**src/hw/rtl/ps2k_pkg.sv**
```systemverilog
// Shared constants, types and translation tables for the PS/2 set-2 key code translator.
package ps2k_pkg;

	localparam int unsigned ByteW = 8;
	localparam int unsigned KeyW  = 7;

	localparam logic [ByteW-1:0] RELEASE_PREFIX = 8'hF0;
	localparam logic [ByteW-1:0] EXTEND_PREFIX  = 8'hE0;

	typedef logic [ByteW-1:0] byte_t;
	typedef logic [KeyW-1:0]  key_t;

	// ROM address: the extended flag selects the upper half.
	typedef struct packed {
		logic  ext;
		byte_t code;
	} rom_addr_t;

	function automatic key_t normal_lookup(input byte_t b);
		key_t k;
		k = '0;
		case (b)
			8'h01: k = 7'h43;
			8'h03: k = 7'h3f;
			8'h04: k = 7'h3d;
			8'h05: k = 7'h3b;
			8'h06: k = 7'h3c;
			8'h07: k = 7'h61;
			8'h09: k = 7'h44;
			8'h0a: k = 7'h42;
			8'h0b: k = 7'h40;
			8'h0c: k = 7'h3e;
			8'h0d: k = 7'h0f;
			8'h0e: k = 7'h29;
			8'h11: k = 7'h38;
			8'h12: k = 7'h2a;
			8'h14: k = 7'h1d;
			8'h15: k = 7'h10;
			8'h16: k = 7'h02;
			8'h1a: k = 7'h2c;
			8'h1b: k = 7'h1f;
			8'h1c: k = 7'h1e;
			8'h1d: k = 7'h11;
			8'h1e: k = 7'h03;
			8'h21: k = 7'h2e;
			8'h22: k = 7'h2d;
			8'h23: k = 7'h20;
			8'h24: k = 7'h12;
			8'h25: k = 7'h05;
			8'h26: k = 7'h04;
			8'h29: k = 7'h39;
			8'h2a: k = 7'h2f;
			8'h2b: k = 7'h21;
			8'h2c: k = 7'h14;
			8'h2d: k = 7'h13;
			8'h2e: k = 7'h06;
			8'h31: k = 7'h31;
			8'h32: k = 7'h30;
			8'h33: k = 7'h23;
			8'h34: k = 7'h22;
			8'h35: k = 7'h15;
			8'h36: k = 7'h07;
			8'h3a: k = 7'h32;
			8'h3b: k = 7'h24;
			8'h3c: k = 7'h16;
			8'h3d: k = 7'h08;
			8'h3e: k = 7'h09;
			8'h41: k = 7'h33;
			8'h42: k = 7'h25;
			8'h43: k = 7'h17;
			8'h44: k = 7'h18;
			8'h45: k = 7'h0b;
			8'h46: k = 7'h0a;
			8'h49: k = 7'h34;
			8'h4a: k = 7'h35;
			8'h4b: k = 7'h26;
			8'h4c: k = 7'h27;
			8'h4d: k = 7'h19;
			8'h4e: k = 7'h0c;
			8'h52: k = 7'h28;
			8'h54: k = 7'h1a;
			8'h55: k = 7'h0d;
			8'h58: k = 7'h3a;
			8'h59: k = 7'h36;
			8'h5a: k = 7'h1c;
			8'h5b: k = 7'h1b;
			8'h5d: k = 7'h2b;
			8'h66: k = 7'h0e;
			8'h69: k = 7'h6d;
			8'h6b: k = 7'h6a;
			8'h6c: k = 7'h67;
			8'h70: k = 7'h70;
			8'h71: k = 7'h71;
			8'h72: k = 7'h6e;
			8'h73: k = 7'h6b;
			8'h74: k = 7'h6c;
			8'h75: k = 7'h68;
			8'h76: k = 7'h01;
			8'h78: k = 7'h62;
			8'h79: k = 7'h4e;
			8'h7a: k = 7'h6f;
			8'h7b: k = 7'h4a;
			8'h7c: k = 7'h66;
			8'h7d: k = 7'h69;
			8'h7e: k = 7'h61;
			8'h83: k = 7'h41;
			default: k = '0;
		endcase
		return k;
	endfunction

	function automatic key_t extended_lookup(input byte_t b);
		key_t k;
		k = '0;
		case (b)
			8'h11: k = 7'h38;
			8'h12: k = 7'h2a;
			8'h14: k = 7'h1d;
			8'h4a: k = 7'h65;
			8'h5a: k = 7'h72;
			8'h6b: k = 7'h4b;
			8'h6c: k = 7'h47;
			8'h70: k = 7'h52;
			8'h71: k = 7'h53;
			8'h72: k = 7'h50;
			8'h74: k = 7'h4d;
			8'h75: k = 7'h48;
			8'h7a: k = 7'h64;
			8'h7d: k = 7'h63;
			default: k = '0;
		endcase
		return k;
	endfunction

endpackage

```
**src/hw/rtl/ps2k_if.sv**
```systemverilog
// Valid/ready channel interfaces for PS/2 bytes in and key codes out.
interface ps2k_byte_if;
	logic       valid;
	logic       ready;
	logic [7:0] ps2_byte;

	modport source (output valid, output ps2_byte, input ready);
	modport sink (input valid, input ps2_byte, output ready);
endinterface

interface ps2k_key_if;
	logic       valid;
	logic       ready;
	logic [7:0] key_code;

	modport source (output valid, output key_code, input ready);
	modport sink (input valid, input key_code, output ready);
endinterface

```
**src/hw/rtl/ps2k_rom.sv**
```systemverilog
// Synchronous translation ROM holding the normal and extended key tables.
module ps2k_rom (
	input  logic              clk,
	input  logic              rd_en,
	input  ps2k_pkg::rom_addr_t rd_addr,
	output ps2k_pkg::key_t    rd_data
);
	import ps2k_pkg::*;

	key_t data_q;

	always_ff @(posedge clk) begin
		if (rd_en) begin
			if (rd_addr.ext) begin
				data_q <= extended_lookup(rd_addr.code);
			end else begin
				data_q <= normal_lookup(rd_addr.code);
			end
		end
	end

	assign rd_data = data_q;

endmodule

```
**src/hw/rtl/ps2_set2_to_ikbd_scancode.sv**
```systemverilog
// Top level of the PS/2 set-2 to key code translator.
// From transfer to result, a PS/2 byte first reads the translation ROM at the
// byte and the extended flag, then has the release flag applied and loads the
// output register. A new byte is taken in every
// cycle; the only limit on rate is the output port, since the single ROM read
// port serves one byte per cycle. Prefix bytes and bytes that map to zero give
// no result.
module ps2_set2_to_ikbd_scancode (
	input  logic clk,
	input  logic arst_n,
	ps2k_byte_if.sink  ps2,
	ps2k_key_if.source key
);
	import ps2k_pkg::*;

	logic      accept;
	logic      advance;
	logic      ext_q;
	logic      rel_q;
	logic      valid_s1;
	logic      is_rel_s1;
	logic      is_ext_s1;
	logic      emit;
	logic      out_valid_q;
	byte_t     out_code_q;
	key_t      rom_data;
	rom_addr_t rom_addr;

	// Stage one may move on when the output register is empty or being emptied.
	assign advance = !out_valid_q || key.ready;
	assign ps2.ready = !valid_s1 || advance;
	assign accept = ps2.valid && ps2.ready;

	assign rom_addr.ext  = ext_q;
	assign rom_addr.code = ps2.ps2_byte;

	ps2k_rom u_rom (
		.clk     (clk),
		.rd_en   (accept),
		.rd_addr (rom_addr),
		.rd_data (rom_data)
	);

	// The extended flag does not depend on the ROM, so it is updated on transfer.
	always_ff @(posedge clk or negedge arst_n) begin
		if (!arst_n) begin
			ext_q     <= 1'b0;
			valid_s1  <= 1'b0;
			is_rel_s1 <= 1'b0;
			is_ext_s1 <= 1'b0;
		end else begin
			if (accept) begin
				if (ps2.ps2_byte == EXTEND_PREFIX) begin
					ext_q <= 1'b1;
				end else if (ps2.ps2_byte != RELEASE_PREFIX) begin
					ext_q <= 1'b0;
				end
				valid_s1  <= 1'b1;
				is_rel_s1 <= (ps2.ps2_byte == RELEASE_PREFIX);
				is_ext_s1 <= (ps2.ps2_byte == EXTEND_PREFIX);
			end else if (advance) begin
				valid_s1 <= 1'b0;
			end
		end
	end

	assign emit = valid_s1 && !is_rel_s1 && !is_ext_s1 && (rom_data != '0);

	// The release flag needs the ROM entry, so it is kept in step with stage one.
	always_ff @(posedge clk or negedge arst_n) begin
		if (!arst_n) begin
			rel_q       <= 1'b0;
			out_valid_q <= 1'b0;
		end else begin
			if (valid_s1 && advance) begin
				if (is_rel_s1) begin
					rel_q <= 1'b1;
				end else if (emit) begin
					rel_q <= 1'b0;
				end
				out_valid_q <= emit;
			end else if (key.ready) begin
				out_valid_q <= 1'b0;
			end
		end
	end

	always_ff @(posedge clk) begin
		if (valid_s1 && advance && emit) begin
			out_code_q <= {rel_q, rom_data};
		end
	end

	assign key.valid    = out_valid_q;
	assign key.key_code = out_code_q;

endmodule

```
**src/flat_wrapper.sv**
```systemverilog
// flat-port wrapper written by rule: the top's interface ports become plain ports
module ps2_set2_to_ikbd_scancode_flat import ps2k_pkg::*;
  (clk, arst_n, ps2_valid, ps2_ps2_byte, ps2_ready, key_valid, key_key_code, key_ready);
  ps2k_byte_if ps2_i ();
  ps2k_key_if key_i ();
  input  logic clk;
  input  logic arst_n;
  input wire logic [$bits(ps2_i.valid)-1:0] ps2_valid;
  input wire logic [$bits(ps2_i.ps2_byte)-1:0] ps2_ps2_byte;
  output wire logic [$bits(ps2_i.ready)-1:0] ps2_ready;
  output wire logic [$bits(key_i.valid)-1:0] key_valid;
  output wire logic [$bits(key_i.key_code)-1:0] key_key_code;
  input wire logic [$bits(key_i.ready)-1:0] key_ready;
  assign ps2_i.valid = ps2_valid;
  assign ps2_i.ps2_byte = ps2_ps2_byte;
  assign ps2_ready = ps2_i.ready;
  assign key_valid = key_i.valid;
  assign key_key_code = key_i.key_code;
  assign key_i.ready = key_ready;
  ps2_set2_to_ikbd_scancode u_core (.clk(clk), .arst_n(arst_n), .ps2(ps2_i), .key(key_i));
endmodule
```
**config.mk**
```make
export PLATFORM = sky130hd
export DESIGN_NAME = ps2_set2_to_ikbd_scancode_flat
export DESIGN_NICKNAME = d
export VERILOG_FILES = /design/src/hw/rtl/ps2k_pkg.sv /design/src/hw/rtl/ps2k_if.sv /design/src/hw/rtl/ps2k_rom.sv /design/src/hw/rtl/ps2_set2_to_ikbd_scancode.sv /design/src/flat_wrapper.sv
export SDC_FILE = /design/constraint.sdc
export NUM_CORES = 1
export LEC_CHECK = 0
export BUFFER_PORTS_ARGS = -buffer_cell sky130_fd_sc_hd__buf_2
export CAP_MARGIN = 20
export CORE_ASPECT_RATIO = 0.75
export CORE_MARGIN = 2
export CORE_UTILIZATION = 40
export DETAILED_ROUTE_END_ITERATION = 7
export GPL_ROUTABILITY_DRIVEN = 1
export PLACE_DENSITY = 0.54
export SLEW_MARGIN = 10
export SYNTH_ARGS = -nofsm -noshare
export SYNTH_HDL_FRONTEND = slang
export SYNTH_SLANG_ARGS = --single-unit
```
**constraint.sdc**
```tcl
create_clock -name clk -period 2 [get_ports clk]
set_clock_uncertainty 0.05 [all_clocks]
set_input_delay 0.4 -clock clk [delete_from_list [all_inputs] [get_ports clk]]
set_output_delay 0.4 -clock clk [all_outputs]
set_load 0.05 [all_outputs]
```
After elaboration in Yosys (flattened, before gate mapping) --
Memory sizes are Yosys's and may differ from the RTL's. Index checks and enable logic that the tools add are counted.
Storage, ports and cells: bits in latches 0, memory bits (writable) 0, memories kept 1, input bits 12, logic and storage cells 55, bits in read-only memories 1792, bits in registers 21, output and inout port bits 10
Cells by class: equality and inequality tests 17, order comparisons 0, multipliers 0, bitwise gates (word level) 0, multiplexer cells 10, shifts and indexed selects 0, reductions and logical operators 19, $add $sub $neg 0, div/mod/pow operators 0
Memory list:
- (no name shown) | depth 256, bits a word 7, rd ports 1, clocked after memory_dff 0, wr ports 0, RTL line ps2k_pkg.sv:22 | case (b)
Operator list (count):
- $pmux 7 s14 | 1
- $eq 8x7->1 const B | 11
- $eq 8x5->1 const B | 3
- $eq 8x8->1 const B | 2
- $mux 1 | 8
- $ne 8x8->1 const B | 1
- $reduce_bool 2->1 | 4
- $mux 7 | 1
- $reduce_bool 7->1 | 1
- $logic_and 1x1->1 | 6
- $logic_not 1->1 | 4
- $reduce_and 2->1 | 2
- $logic_or 1x1->1 | 2

Depth between registers and ports, before layout --
depth after elaboration 6, gate-level depth with buffers 10

Hierarchy --
From an unflattened synthesis, not the netlist that was laid out.
Unflattened totals: cell total of the unflattened synthesis 314, area, all modules 2399.8 um2
By module, submodules not included:
- ps2k_rom | cells each 278, sequential area each 210.2 um2, area each 1838.0 um2, instances 1
- ps2_set2_to_ikbd_scancode | cells each 36, sequential area each 390.4 um2, area each 561.8 um2, instances 1

Worst setup path after synthesis --
Ideal clock, no wire load.
path type input-to-reg, start point input port ps2_ps2_byte[0], end point register u_core.u_rom.data_q[0] (netlist: u_core.u_rom.rd_data[0]) (data pin), buffers on the path 2, stages on the path 10, path slack -0.313 ns, library setup time 0.256 ns, arrival time 2.007 ns, data required time 1.694 ns, path through buf_2 > inv_1 > ha_1 > buf_4 > nand2_1 > o21ai_1 > a311o_1 > o31ai_1 > a22o_1 > nand2_1
Between the ends: cells in the longest elaborated chain, start to end 3, elaborated cells on any way between the ends 17, those cells by class eq/ne: 14; mux: 2; memory: 1
RTL lines:
- start, declared | RTL line flat_wrapper.sv:9 | input wire logic [$bits(ps2_i.ps2_byte)-1:0] ps2_ps2_byte;
- parallel branches: the longest is 2 deep, another holds $mem_v2 256x7
- $mux 7 (*) | RTL line ps2k_rom.sv:14 | if (rd_addr.ext) begin
- end signal, assigned | RTL line ps2k_rom.sv:15 | data_q <= extended_lookup(rd_addr.code);
- end signal, assigned | RTL line ps2k_rom.sv:17 | data_q <= normal_lookup(rd_addr.code);
- end, declared | RTL line ps2k_rom.sv:10 | key_t data_q;
Mark *: on every way between the ends. A chain may end at the register's enable or synchronous reset.

Worst setup path in the final report --
start point input port ps2_ps2_byte[1], end point register u_core.u_rom.data_q[1] (netlist: u_core.u_rom.rd_data[1]) (data pin)
The elaborated chain is that of the path after synthesis.

==> metrics <==
Sw Ratio=roughly two fifths; Chip Height=around 72 µm; TritonCTS buffer count=3; Clk Tree Root Cell=clkbuf_8; switching power=around 0.6 mW; met2 WL post-DR=3.98 mm; Syn Area/Cell=7.82 µm²; most frequent cells in the layout=buf_4, a21oi_1, nand2_1, nor2_1, buf_2; P&R area growth vs syn=44.9%; GR Overflow Total=0; first-pass GRT wire length=roughly 15 mm; sequential fraction of design power=34.7%; commonest non-fill, non-tap cell in the layout=buf_4; I/O pin count=22; Site Rows=24; core area=roughly 0.0059 mm²; Initial Util=41.8%; WL met1=around 4.8 mm; worst skew pair latency=~260 ps; Worst Hold End=u_core.valid_s1; PortBufs=21; initial drt markers=about 270; Async S/R FF share, synth=between 20 and 30%; CP max FO=7; ANT nets after route=0; number of fill cells=between 500 and 600; min-delay worst type=in -> reg; reg-to-reg slack, setup=530 ps; cell accounting for the most synthesized area=edfxtp_1; CTS sink count=21; Final HPWL DP=~7.6 mm; GP Congestion=~1.0; Final Cell Area=0.00354 mm²; final worst path period need=roughly 2000 ps; Total Power=~1.6 mW; Initial DRT Pass Iterations=5; worst slack on hold paths=~310 ps; CTS tree=yes; worst setup path class=in -> reg; gr usage total=between 20 and 30%; Synthesis Warnings=0; final slew viol count=0; DP Area=between 0.003 and 0.004 mm²; syn nets=around 340; Max Clock Freq=roughly 510 MHz; delay-heaviest family, CP=compound AO/OA/AOI/OAI gates; Diodes inserted=0; Max clock buf depth=2; hold_sp=ps2_valid; DRC Markers=0; Die X=approximately 94 µm; Mapped Area=approximately 0.0024 mm²; CP arrival=approximately 1900 ps; CP required=1950 ps; antenna violations before repair=0; Combinational Power Share=approximately half; post-synth top area share=18.4%; crit share post-route=a little over nine tenths; Hold Path Depth=2; Slew HR=73.3%; critical-path cell list=buf_8 -> clkinvlp_4 -> ha_4 -> buf_4 -> nand2_1 -> a21oi_1 -> o311a_1 -> a21oi_1 -> buf_4 -> o221ai_2; final hold vios=0; final setup violation count=0; flops & latches, synth=21; Post-synth EDFFs=15; clk slew on worst S/H paths=around 80 ps; wire per inst=between 15 and 20 µm; Peak VDD IR=just under 0.3 mV; Crit path buffers/inverters=4; Pleak=1.48 nW; Largest stage delay, worst path=330 ps; Slowest cell on crit path=o311a_1; ys flop type=edfxtp_1; sequential area share after synthesis=around 25%; Max-Cap Viols=0; via/cell ratio=6.00; met3 wire len=840 µm; Clk pwr share=17.2%; # nets final=~440; vias post-DR=around 3000; endpoint class of the critical path=register; CP startpoint kind=input port; DR top layer=met4; Die Area=slightly below 0.007 mm²; Int Pwr=0.966 mW; worst r2r src=u_core.u_rom.rd_data[5]; final WL=9.66 mm; share of layout cells above drive strength 1=between 40% and 50%; largest cells by area after synthesis=edfxtp_1, a21oi_1, dfrtp_1; Reg2Reg Depth=4; RR Endpoint=u_core.key.key_code[7]; Distinct cells, synth=64; cell count after synthesis=313; status=complete, no violations; PwrDens=about 440 mW/mm²; largest net degree at the start of global routing=29; Worst Tran Pin Value=between 300 and 400 ps; H-tree lvl count=1; vias in the first global route=between 2000 and 3000
==> worst max-delay path by stage <==
stage	start	endpoint	slack [ps]	depth (start not counted)
finish	ps2_ps2_byte[1]	u_core.u_rom.rd_data[1]	40	10
global route	ps2_ps2_byte[1]	u_core.u_rom.rd_data[1]	-30	10
CTS	ps2_ps2_byte[1]	u_core.u_rom.rd_data[4]	-40	10
detailed placement	ps2_ps2_byte[1]	u_core.u_rom.rd_data[4]	-350	10
global placement	ps2_ps2_byte[1]	u_core.u_rom.rd_data[1]	-330	10
floorplan	ps2_ps2_byte[0]	u_core.u_rom.rd_data[0]	-50	10
==> stage by stage <==
step / TNS [ps] / util (%) / setup WS, ps / cells
2_1_floorplan: -135 / - / -45.1 / 313
3_3_place_gp: -1830 / 57.0 / -331 / 490
3_5_place_dp: -1980 / 57.0 / -355 / 490
4_1_cts: -53.3 / 58.2 / -37.3 / 495
5_1_grt: -34.5 / 60.5 / -28.3 / 498
6_report: 0 / 60.5 / 40.5 / 498
==> layout make-up <==
cell class,instances,area (µm²),share of cell area [%]
Multi-Input combinational cell,253,1770,50.0
Timing Repair Buffer,131,977,27.6
Sequential cell,21,601,16.9
Tap cell,78,97.6,2.75
Inverter,11,50.0,1.41
Clock buffer,3,41.3,1.16
Clock inverter,1,5.00,0.141
==> per-layer routing <==
layer	vias to the layer above	global-route usage, %
met5	-	0
li1	1413	-
met2	160	41.4
met1	1409	47.9
met4	0	2.25
met3	8	3.68
==> cells in the mapped netlist (3+ instances only) <==
library cell / n
buf_6: 4
nand4_1: 3
nor4_1: 3
buf_2: 13
a21oi_1: 32
nor2b_1: 4
dfrtp_1: 6
edfxtp_1: 15
nor3_1: 6
o31ai_1: 6
o32ai_1: 3
o211ai_1: 4
a211oi_1: 7
inv_1: 9
o21ai_0: 15
nand2b_1: 18
nor2_1: 30
nand3_1: 7
nand3b_1: 3
o22ai_1: 6
a311oi_1: 5
clkbuf_1: 4
a31oi_1: 8
buf_4: 7
o221ai_1: 3
nand2_1: 30
ha_1: 11
==> power groups by stage <==
stage / logic, mW / clock network (mW) / registers [mW]
CTS: 0.707 / 0.278 / 0.543
global placement: 0.704 / 0 / 0.551
floorplan: 0.332 / 0 / 0.623
detailed placement: 0.701 / 0 / 0.553
finish: 0.755 / 0.269 / 0.543
global route: 0.803 / 0.287 / 0.548
==> sequential cells by signal, indices dropped and copies added, names as in the netlist <==
name / count
u_core.ext_q: 1
u_core.is_ext_s1: 1
u_core.is_rel_s1: 1
u_core.key.key_code: 8
u_core.key.valid: 1
u_core.rel_q: 1
u_core.u_rom.rd_data: 7
u_core.valid_s1: 1
==> cell families after synthesis <==
logic type                 Yosys count  share of synthesized area [%]
AOI/OAI and AO/OA                  123                           35.9
xor gates and xnor gates             1                          0.358
buffers and inverters               39                           8.95
DFF                                 21                           24.6
adders and majority gates           11                           5.63
and+or+nand+nor                    117                           24.2
muxes                                1                          0.409
==> timing repair <==
item	in CTS	in global routing
endpoints found under the setup margin	4	7
setup buffers	0	3
cloned	0	0
gates resized for setup	2	28
pin swaps	0	9
endpoints found under the hold margin	6	0
hold buffers	1	0
Power figures use the tool's default switching activity.
